==> src/flg_pkg.sv <==
`default_nettype none
package flg_pkg;

  // Block sizing
  localparam int DELAY_DEPTH    = 512;
  localparam int COS_TABLE_BITS = 10;
  localparam int PHASE_BITS     = 32;

  localparam int ADDR_W     = $clog2(DELAY_DEPTH);
  localparam int PTR_EXT_W  = ADDR_W + 1;
  localparam int FILL_W     = $clog2(DELAY_DEPTH + 1);
  localparam int QTR_BITS   = COS_TABLE_BITS - 2;
  localparam int QTR_SIZE   = 1 << QTR_BITS;
  localparam int T_SHIFT    = 18 - COS_TABLE_BITS;

  // Datapath widths
  localparam int SAMPLE_W   = 16;
  localparam int DEPTH_W    = 17;
  localparam int MAXD_W     = 9;
  localparam int HALF_W     = MAXD_W - 1;
  localparam int SWING_W    = 31;
  localparam int MPROD_W    = 34;
  localparam int PROD_W     = HALF_W + SWING_W;
  localparam int RAWD_W     = PROD_W - 30;
  localparam int DLY_SUM_W  = RAWD_W + 1;
  localparam int CFG_IDX_W  = 8;
  localparam int CFG_DATA_W = 32;

  localparam logic [DEPTH_W-1:0] DEPTH_ONE = DEPTH_W'(32768);

  // Register indexes
  localparam logic [CFG_IDX_W-1:0] CFG_ENABLE    = CFG_IDX_W'(0);
  localparam logic [CFG_IDX_W-1:0] CFG_LFO_STEP  = CFG_IDX_W'(1);
  localparam logic [CFG_IDX_W-1:0] CFG_MOD_DEPTH = CFG_IDX_W'(2);
  localparam logic [CFG_IDX_W-1:0] CFG_MAX_DELAY = CFG_IDX_W'(3);

  // Quarter-wave polynomial, Q30
  localparam longint ONE_Q30 = 64'sd1073741824;
  localparam longint POLY_C1 = 64'sd1324675879;
  localparam longint POLY_C2 = 64'sd272375560;
  localparam longint POLY_C3 = 64'sd22401994;
  localparam longint POLY_C4 = 64'sd987050;

  typedef logic [14:0] qcos_t;
  typedef qcos_t qtab_t [QTR_SIZE];

  // cos(pi*t/2), t in Q16; elaboration only
  function automatic qcos_t quarter_cos(input longint t);
    longint s;
    longint acc;
    longint p;
    s   = (t * t) >>> 2;
    acc = POLY_C4;
    p = (s * acc) >>> 30; acc = POLY_C3 - p; if (acc < 0) acc = 0;
    p = (s * acc) >>> 30; acc = POLY_C2 - p; if (acc < 0) acc = 0;
    p = (s * acc) >>> 30; acc = POLY_C1 - p; if (acc < 0) acc = 0;
    p = (s * acc) >>> 30; acc = ONE_Q30 - p; if (acc < 0) acc = 0;
    acc = (acc + 16384) >>> 15;
    if (acc > 32767) acc = 32767;
    return qcos_t'(acc);
  endfunction

  function automatic qtab_t build_qtab();
    qtab_t tab;
    for (int i = 0; i < QTR_SIZE; i++) begin
      tab[i] = quarter_cos(longint'(i) << T_SHIFT);
    end
    return tab;
  endfunction

  localparam qtab_t QCOS_TAB = build_qtab();
  localparam qcos_t QCOS_END = quarter_cos(longint'(QTR_SIZE) << T_SHIFT);

  // Sequencer <-> datapath
  typedef struct packed {
    logic take_in;
    logic ld_cos;
    logic ld_swing;
    logic ld_delay;
    logic rd_mem;
    logic out_mix;
    logic out_pass;
  } ctrl_t;

  typedef struct packed {
    logic in_valid;
    logic enable;
    logic out_free;
  } stat_t;

endpackage
`default_nettype wire

==> src/flg_seq.sv <==
`default_nettype none
module flg_seq (
  input  wire logic           clk_i,
  input  wire logic           rst_ni,
  input  wire flg_pkg::stat_t stat_i,
  output flg_pkg::ctrl_t      ctrl_o
);

  typedef logic [2:0] upc_t;

  typedef enum logic [1:0] {
    JC_NONE     = 2'd0,
    JC_WAIT_IN  = 2'd1,
    JC_DISABLED = 2'd2,
    JC_OUT_BUSY = 2'd3
  } jc_e;

  typedef struct packed {
    flg_pkg::ctrl_t ctl;
    jc_e            jc;
    upc_t           tgt;
    upc_t           nxt;
  } uword_t;

  localparam upc_t UPC_IDLE  = 3'd0;
  localparam upc_t UPC_COS   = 3'd1;
  localparam upc_t UPC_SWING = 3'd2;
  localparam upc_t UPC_DELAY = 3'd3;
  localparam upc_t UPC_READ  = 3'd4;
  localparam upc_t UPC_MIX   = 3'd5;
  localparam upc_t UPC_PASS  = 3'd6;

  localparam flg_pkg::ctrl_t C_NOP = '0;

  // Control store
  function automatic uword_t ucode(input upc_t a);
    uword_t w;
    w = '{ctl: C_NOP, jc: JC_NONE, tgt: UPC_IDLE, nxt: UPC_IDLE};
    case (a)
      UPC_IDLE: begin
        w.ctl.take_in = 1'b1;
        w.jc  = JC_WAIT_IN;
        w.tgt = UPC_IDLE;
        w.nxt = UPC_COS;
      end
      UPC_COS: begin
        w.ctl.ld_cos = 1'b1;
        w.jc  = JC_DISABLED;
        w.tgt = UPC_PASS;
        w.nxt = UPC_SWING;
      end
      UPC_SWING: begin
        w.ctl.ld_swing = 1'b1;
        w.nxt = UPC_DELAY;
      end
      UPC_DELAY: begin
        w.ctl.ld_delay = 1'b1;
        w.nxt = UPC_READ;
      end
      UPC_READ: begin
        w.ctl.rd_mem = 1'b1;
        w.nxt = UPC_MIX;
      end
      UPC_MIX: begin
        w.ctl.out_mix = 1'b1;
        w.jc  = JC_OUT_BUSY;
        w.tgt = UPC_MIX;
        w.nxt = UPC_IDLE;
      end
      UPC_PASS: begin
        w.ctl.out_pass = 1'b1;
        w.jc  = JC_OUT_BUSY;
        w.tgt = UPC_PASS;
        w.nxt = UPC_IDLE;
      end
      default: begin
        w.nxt = UPC_IDLE;
      end
    endcase
    return w;
  endfunction

  upc_t   upc_q, upc_d;
  uword_t word;
  logic   take_jump;

  assign word = ucode(upc_q);

  always_comb begin
    case (word.jc)
      JC_WAIT_IN:  take_jump = ~stat_i.in_valid;
      JC_DISABLED: take_jump = ~stat_i.enable;
      JC_OUT_BUSY: take_jump = ~stat_i.out_free;
      default:     take_jump = 1'b0;
    endcase
    upc_d = take_jump ? word.tgt : word.nxt;
  end

  always_ff @(posedge clk_i or negedge rst_ni) begin
    if (!rst_ni) begin
      upc_q <= UPC_IDLE;
    end else begin
      upc_q <= upc_d;
    end
  end

  assign ctrl_o = word.ctl;

endmodule
`default_nettype wire

==> config.mk <==
export PLATFORM = sky130hd
export DESIGN_NAME = flg_seq
export DESIGN_NICKNAME = d
export VERILOG_FILES = /design/src/flg_pkg.sv /design/src/flg_seq.sv
export SDC_FILE = /design/constraint.sdc
export NUM_CORES = 1
export LEC_CHECK = 0
export BUFFER_PORTS_ARGS = -buffer_cell sky130_fd_sc_hd__buf_2
export CAP_MARGIN = 30
export CORE_AREA = 2 2 39 41
export CTS_CLUSTER_DIAMETER = 80
export CTS_CLUSTER_SIZE = 24
export DETAILED_ROUTE_END_ITERATION = 8
export DIE_AREA = 0 0 41 43
export GPL_ROUTABILITY_DRIVEN = 0
export SLEW_MARGIN = 20
export SYNTH_ARGS = -nofsm -noshare
export SYNTH_HDL_FRONTEND = slang
export SYNTH_SLANG_ARGS = --single-unit
==> constraint.sdc <==
create_clock -name clk_i -period 1.8 [get_ports clk_i]
set_input_delay 0.36 -clock clk_i [delete_from_list [all_inputs] [get_ports clk_i]]
set_output_delay 0.36 -clock clk_i [all_outputs]
set_load 0.03 [all_outputs]
==> flow_summary.yaml, run 1 <==
pwr:
  powerDensity_nw_per_um2: 2120
  power.total_uw: 634
  power.internal_uw: 312
  leakage_uw: 0.000153
  switching_share: 0.507
  seq_power_share: 0.285
  p_switching_uw: 321
  comb_power_share: 0.529
  ir_worst_vdd_mv: 0.447
  clockPowerShare: 0.186
route:
  remaining_drc_errors: 0
  highest_layer: "met3"
  met3_length_um: 37
  vias: 207
  dr_wl_met2_um: 234
  postRouteAntennaNets: 0
  routed_wl_um: 495
  vias_per_cell: 3.83
  first_pass_iters: 4
  drt_iter0_drc: 3
  wl_met1_um: 223
  post_drt_wl_per_cell_um: 9.17
final_layout:
  antenna_cells: 0
  regMostFlops: "upc_q"
  fin_util: 0.216
  largest_registers: "upc_q: 3 flops"
  largest_reg_flops: 3
  final_common_cell: "buf_2"
  area_delta_synth_final_pct: 42.3
  drive_gt1_frac: 0.447
  nNetsFinal: 44
clock_network:
  cts_setup_buffers: 0
  ctsRootBufferMaster: "clkbuf_4"
  cts.path.max_buffers: 2
  clk_pin_slew_ns: 0.04
  cts_tree: "built"
  cts-resized-gates: 0
  clock_sinks: 3
  cts-buffers-inserted: 3
  cts_max_level: 1
  clock_latency_ns: 0.23
timing:
  slew_violations: 0
  finalCriticalPeriod_ns: 1.66
  hold_viol: 0
  finalSetupViolations: 0
  tightest_slew_ns: 0.326
  rsz0062_at_grt: "false"
  finalSetupTns_ns: 0
  whs_ns: 0.452
  finalCritPeriodShare: 0.920
  max_freq_ghz: 0.604
  slew-limit-headroom: 0.783
  finClkSkew_ns: 0.00124
setup_path:
  path_max_fanout: 11
  cpPeakStageDelay_ns: 0.47
  crit_type: "reg -> out"
  crit_buf_inv: 1
  cp_top_family: "flip-flops"
  cp-start-kind: "register"
  path_cells: "nand2b_2 > nor2_1 > buf_2"
  crit_arrival_ns: 1.30
  endpoint_kind: "primary output"
  cp_data_required_time_ns: 1.44
  slowest_stage: "dfrtp_1"
synth:
  syn_avg_cell_area_um2: 8.76
  synth_fp_nets: 29
  synth_seq_area_share: 0.357
  syn_area_um2: 210
  yosysWarnings: 0
  synthDistinctLibCells: 13
  synth-seq-cells: 3
  netlist_instances: 24
global_routing:
  grt_max_degree: 12
  antenna_found_initial: 0
  grtUsageTotal: 0.0796
  grt_pass1_vias: 217
  grt_pass1_wl_um: 869
  gr-total-overflow: 0
floorplan:
  rows: 14
  die_width_um: 41
  initial_utilization: 0.152
  ioPinCount: 12
  core_um2: 1380
  die_area_um2: 1760
  die_h_um: 43
placed_design:
  io_buffers: 11
hold_path:
  worst_hold_path_type: "in -> async"
flow_run:
  drv_cap: 0
status:
  status: "finished clean"
worst paths after layout:
path,to,slack (ns),depth (start not counted),from
worst min-delay path,upc_q[1]$_DFF_PN0_,0.45,2,rst_ni
worst max-delay path,ctrl_o[5],0.14,3,upc_q[2]$_DFF_PN0_
worst max register to register,upc_q[2]$_DFF_PN0_,0.56,3,upc_q[2]$_DFF_PN0_
min in group clk_i,upc_q[0]$_DFF_PN0_,0.46,3,stat_i[0]
worst min register to register,upc_q[0]$_DFF_PN0_,0.61,1,upc_q[1]$_DFF_PN0_
max in group asynchronous,upc_q[2]$_DFF_PN0_,1.25,2,rst_ni
kinds of logic after synthesis:
| family | after synthesis | synth area share |
|---|---|---|
| flip-flops | 3 | 0.357 |
| AO/OA/AOI/OAI | 5 | 0.155 |
| AND/OR/NAND/NOR | 13 | 0.363 |
| buffers and inverters | 3 | 0.125 |
metal layers:
metal	vias up	GRT usage
met4	0	0.100
li1	111	-
met2	7	0.0938
met3	0	0.0314
met5	-	0
met1	89	0.0912
layout make-up:
cell class / count / area (um^2)
clock buffer: 4 / 26.3
fill: 158 / 1080
inverter: 1 / 3.75
multi-input combinational: 18 / 109
sequential: 3 / 75.1
tap: 16 / 20.0
timing repair buffer: 12 / 65.1
synth_stat cells:
cell      n  area (um^2)
nor2_1    3         11.3
buf_6     2         22.5
dfrtp_1   3         75.1
nor3b_1   2         15.0
a221oi_1  1         8.76
inv_1     1         3.75
a21o_2    1         8.76
nand2b_2  1         8.76
and3_2    1         7.51
nor3_1    3         15.0
or3_1     1         6.26
nand2b_1  2         12.5
a21oi_1   3         15.0
power by group through the flow:
stage	clock [uW]	combinational (uW)	sequential, uW
after global placement	0	335	178
final	118	335	180
after global routing	126	366	195
after detailed placement	0	335	180
after floorplan	0	348	124
after CTS	125	337	179
what timing repair did:
| action | 4_1_cts | 5_1_grt |
|---|---|---|
| hold buffers | 1 | 0 |
| setup endpoints to repair | 0 | 0 |
| hold endpoints to repair | 3 | 0 |
stage by stage:
| stage | instance area [um^2] | instances | worst slack [ns] |
|---|---|---|---|
| floorplan | 210 | 24 | 0.187 |
| global placement | 263 | 49 | 0.422 |
| detailed placement | 263 | 49 | 0.383 |
| CTS | 299 | 54 | 0.132 |
| global route | 299 | 54 | 0.0557 |
| finish | 299 | 54 | 0.144 |
(Power assumes the default switching activity.)
==> run 2: changes to the inputs <==
--- a/config.mk
+++ b/config.mk
@@ -13,6 +13,7 @@
 export DETAILED_ROUTE_END_ITERATION = 8
 export DIE_AREA = 0 0 41 43
 export GPL_ROUTABILITY_DRIVEN = 0
+export REMOVE_ABC_BUFFERS = 1
 export SLEW_MARGIN = 20
 export SYNTH_ARGS = -nofsm -noshare
 export SYNTH_HDL_FRONTEND = slang
==> constraint.sdc (replaced) <==
create_clock -name clk_i -period 1.6 [get_ports clk_i]
set_input_delay 0.32 -clock clk_i [delete_from_list [all_inputs] [get_ports clk_i]]
set_output_delay 0.32 -clock clk_i [all_outputs]
set_load 0.03 [all_outputs]
==> run 2 against run 1 <==
- combinational power grew 18%
- first-iteration DRC count down 67%
- worst setup slack worse by 0.052 ns
- global-route usage decreased by 0.71 points
- total power is 15% higher
- critical path type unchanged
- worst hold slack got worse by 0.040 ns
- cell count did not move
- final area rose by 2.5%
- highest routed layer unchanged
- sequential share of layout area rose by 0.20 points
- non-clock buffer count stayed put
- clock power grew 14%
==> flow_summary.yaml, run 2 (synthesis gave the netlist of run 1 again) <==
final_layout:
  nNetsFinal: 44
  drive_gt1_frac: 0.526
  antenna_cells: 0
  final_cell_mix: "10 x buf_2, 3 x nor3_1, 3 x a21oi_1, 3 x clkbuf_4"
  largest_reg_flops: 3
  area_delta_synth_final_pct: 45.8
  fin_util: 0.222
  stdcell_count: 54
  regMostFlops: "upc_q"
  largest_registers: "upc_q: 3 flops"
  final_common_cell: "buf_2"
clock_network:
  cts-buffers-inserted: 3
  clk_pin_slew_ns: 0.04
  cts_tree: "built"
  clock_sinks: 3
  cts_max_level: 1
  ctsRootBufferMaster: "clkbuf_4"
  cts.path.max_buffers: 2
  cts_setup_buffers: 0
  clock_latency_ns: 0.23
route:
  first_pass_iters: 2
  post_drt_wl_per_cell_um: 9.07
  vias_per_cell: 3.91
  remaining_drc_errors: 0
  routed_wl_um: 490
  drt_iter0_drc: 1
  postRouteAntennaNets: 0
  vias: 211
timing:
  max_freq_ghz: 0.663
  finalCriticalPeriod_ns: 1.51
  finClkSkew_ns: 0.00339
  tightest_slew_ns: 0.299
  slew-limit-headroom: 0.801
  finalSetupTns_ns: 0
  finalCritPeriodShare: 0.942
  fin_ws_ns: 0.0921
  rsz0062_at_grt: "false"
  hold_viol: 0
  finalSetupViolations: 0
  slew_violations: 0
setup_path:
  path_cells: "nand2b_2 > nor2_1 > buf_2"
  path_max_fanout: 11
  crit_buf_inv: 1
  crit_cells: 3
  crit_arrival_ns: 1.19
  slowest_stage: "dfrtp_2"
  r2r_cells: 3
  cp-start-kind: "register"
  cp_top_family: "flip-flops"
  crit_type: "reg -> out"
  cp_data_required_time_ns: 1.28
  cpPeakStageDelay_ns: 0.45
  endpoint_kind: "primary output"
global_routing:
  grtUsageTotal: 0.0725
  antenna_found_initial: 0
  grt_pass1_vias: 186
  gr-total-overflow: 0
  grt_pass1_wl_um: 717
  grt_max_degree: 12
placed_design:
  dp_slack_ns: 0.263
  hpwl_um: 361
  placed_cells: 49
  io_buffers: 11
flow_run:
  drv_cap: 0
floorplan:
  die_width_um: 41
  core_um2: 1380
  die_h_um: 43
  rows: 14
  ioPinCount: 12
  initial_utilization: 0.152
  die_area_um2: 1760
status:
  status: "finished clean"
pwr:
  leakage_uw: 0.000150
  powerDensity_nw_per_um2: 2380
  ir_worst_vdd_mv: 0.441
hold_path:
  worst_hold_path_type: "in -> async"
==> run 2: cell count changes in the layout (fill, tap and decap cells not counted) <==
cell,before,now
dfrtp_1,3,1
nor2_1,3,2
nor2_2,0,1
buf_4,0,1
buf_2,11,10
dfrtp_2,0,2
==> run 2: through the flow <==
stage | cell area (um^2) | hold WS (ns) | power (uW)
CTS | 302 | 0.408 | 729
global placement | 263 | 0.118 | 576
global route | 307 | 0.420 | 781
floorplan | 188 | 0.0244 | 472
finish | 307 | 0.412 | 730
detailed placement | 263 | 0.116 | 577
==> run 2: metal layers <==
metal | vias to the layer above | part of all wire | global-route usage
met1 | 93 | 0.46 | 0.0812
li1 | 111 | - | -
met3 | 0 | 0.065 | 0.0314
met5 | - | 0 | 0
met4 | 0 | 0 | 0.120
met2 | 7 | 0.47 | 0.0719
==> run 2: repair_timing <==
item                                   4_1_cts  5_1_grt
hold buffers                                 1        0
resized for setup                            1        3
setup endpoints to repair                    1        2
endpoints found under the hold margin        3        0
==> run 2: layout make-up <==
class | count | area [um^2]
flip-flops and latches | 3 | 77.6
fillers | 167 | 1080
repair buffers | 12 | 67.6
multi-input cells | 18 | 111
inverters | 1 | 3.75
clock buffers | 4 | 26.3
well taps | 16 | 20.0
==> run 2: final timing paths <==
kind	from	to	slack (ns)
min reg2reg	upc_q[1]$_DFF_PN0_	upc_q[0]$_DFF_PN0_	0.56
max	upc_q[2]$_DFF_PN0_	ctrl_o[3]	0.09
min	rst_ni	upc_q[0]$_DFF_PN0_	0.41
min in group clk_i	stat_i[0]	upc_q[0]$_DFF_PN0_	0.42
max reg2reg	upc_q[0]$_DFF_PN0_	upc_q[2]$_DFF_PN0_	0.45
max in group asynchronous	rst_ni	upc_q[1]$_DFF_PN0_	1.07
==> run 2: report_power, final <==
| group | internal, uW | switching, uW | leakage [uW] | total, uW |
|---|---|---|---|---|
| clock network | 93.5 | 40.2 | 0.0000150 | 134 |
| logic | 153 | 241 | 0.000101 | 395 |
| registers | 119 | 82.3 | 0.0000342 | 201 |
==> run 2: worst reg2reg max path, delay by kind of cell (launching register included) <==
kind / cells / cell delay [ns]
AO/OA/AOI/OAI: 1 / 0.05
flip-flops: 1 / 0.47
AND/OR/NAND/NOR: 2 / 0.50
==> run 3: changes to the inputs <==
==> constraint.sdc (replaced) <==
create_clock -name clk_i -period 1.9 [get_ports clk_i]
set_input_delay 0.38 -clock clk_i [delete_from_list [all_inputs] [get_ports clk_i]]
set_output_delay 0.38 -clock clk_i [all_outputs]
set_load 0.03 [all_outputs]
==> run 3 against run 2 <==
- count of clock-buffer cells in the layout is the same
- highest routed layer is now met4
- core utilization shrank 0.54 points
- largest cell class unchanged
- register-to-register slack improved by 0.23 ns
- critical path type unchanged
- non-clock buffer count unchanged
- final area fell by 2.4%
==> flow_summary.yaml, run 3 (synthesis gave the netlist of run 1 again) <==
status:
  status: "finished clean"
floorplan:
  rows: 14
  die_area_um2: 1760
  initial_utilization: 0.152
  ioPinCount: 12
  die_width_um: 41
  die_h_um: 43
  core_um2: 1380
pwr:
  power.total_uw: 599
  comb_power_share: 0.527
  leakage_uw: 0.000153
  powerDensity_nw_per_um2: 2000
  ir_worst_vdd_mv: 0.471
  switching_share: 0.505
  p_switching_uw: 302
  clockPowerShare: 0.191
  seq_power_share: 0.281
  power.internal_uw: 296
clock_network:
  cts_tree: "built"
  cts_max_level: 1
  ctsRootBufferMaster: "clkbuf_4"
  cts-buffers-inserted: 3
  cts.path.max_buffers: 2
  clock_sinks: 3
  clk_pin_slew_ns: 0.04
  clock_latency_ns: 0.24
  cts-resized-gates: 0
final_layout:
  drive_gt1_frac: 0.447
  largest_reg_flops: 3
  final_common_cell: "buf_2"
  area_delta_synth_final_pct: 42.3
  largest_registers: "upc_q: 3 flops"
  antenna_cells: 0
  fin_util: 0.216
  nNetsFinal: 44
  regMostFlops: "upc_q"
  nFillCells: 165
setup_path:
  slowest_stage: "dfrtp_1"
  path_max_fanout: 11
  cp-start-kind: "register"
  endpoint_kind: "primary output"
  cp_data_required_time_ns: 1.52
  path_cells: "nand2b_2 > nor2_1 > buf_2"
  crit_type: "reg -> out"
  cpPeakStageDelay_ns: 0.46
  crit_arrival_ns: 1.27
route:
  post_drt_wl_per_cell_um: 8.57
  vias_per_cell: 3.98
  drt_iter0_drc: 1
  routed_wl_um: 463
  first_pass_iters: 2
  postRouteAntennaNets: 0
  remaining_drc_errors: 0
  vias: 215
global_routing:
  gr-total-overflow: 0
  grt_use_met2: 0.0688
  grt_pass1_wl_um: 690
  grt_max_degree: 12
  gr-usage-met1: 0.0814
  busiest_layer: "met1"
  grtUsageTotal: 0.0625
  grt_pass1_vias: 183
  met3_usage: 0.0157
  antenna_found_initial: 0
timing:
  slew_violations: 0
  finalCritPeriodShare: 0.869
  finalSetupViolations: 0
  slew-limit-headroom: 0.791
  finalCriticalPeriod_ns: 1.65
  max_freq_ghz: 0.605
  tightest_slew_ns: 0.313
  rsz0062_at_grt: "false"
  hold_viol: 0
  finClkSkew_ns: 0.000314
  finalSetupTns_ns: 0
flow_run:
  drv_cap: 0
placed_design:
  io_buffers: 11
hold_path:
  worst_hold_path_type: "in -> async"
==> run 3: critical path: cells and delay by family, from the launching register on <==
kind | cells | cell delay, ns
buf+inv | 1 | 0.21
simple gates | 2 | 0.36
flops | 1 | 0.46
==> run 3: cell type report <==
cell class,instances,area (um^2),share of cell area
Inverter,1,3.75,0.0126
Sequential cell,3,75.1,0.251
Multi-Input combinational cell,18,109,0.364
Tap cell,16,20.0,0.0669
Timing Repair Buffer,12,65.1,0.218
Clock buffer,4,26.3,0.0879
==> run 3: worst paths after layout <==
| kind | startpoint | end | slack [ns] | depth (start not counted) |
|---|---|---|---|---|
| worst max-delay path | upc_q[2]$_DFF_PN0_ | ctrl_o[5] | 0.25 | 3 |
| worst min-delay path | rst_ni | upc_q[0]$_DFF_PN0_ | 0.47 | 2 |
| worst max register to register | upc_q[2]$_DFF_PN0_ | upc_q[2]$_DFF_PN0_ | 0.68 | 3 |
| worst min register to register | upc_q[1]$_DFF_PN0_ | upc_q[0]$_DFF_PN0_ | 0.61 | 1 |
| max in group asynchronous | rst_ni | upc_q[1]$_DFF_PN0_ | 1.32 | 2 |
| min in group clk_i | stat_i[0] | upc_q[0]$_DFF_PN0_ | 0.47 | 3 |
==> run 3: what timing repair did <==
item,CTS,global route
hold buffers,1,0
hold endpoints to repair,3,0
endpoints found under the setup margin,0,0
buffers inserted,0,0
==> run 3: metal layers <==
metal  wire (um)  vias up
li1            -      111
met3          24        2
met5           0        -
met4          17        0
met2         200        9
met1         222       93
==> run 3: power by group through the flow <==
| stage | Combinational (uW) | Sequential, uW | Clock, uW |
|---|---|---|---|
| 2_1_floorplan | 247 | 150 | 0 |
| 3_3_place_gp | 318 | 167 | 0 |
| 3_5_place_dp | 318 | 169 | 0 |
| 4_1_cts | 320 | 168 | 120 |
| 5_1_grt | 348 | 179 | 126 |
| 6_report | 316 | 168 | 115 |
==> run 3: metrics by stage <==
step	hold slack (ns)	std cells	setup slack, ns	area (um^2)
after floorplan	0.0844	22	0.267	188
final	0.469	54	0.248	299
after CTS	0.464	54	0.228	299
after global routing	0.465	54	0.129	299
after detailed placement	0.176	49	0.486	263
after global placement	0.177	49	0.478	263
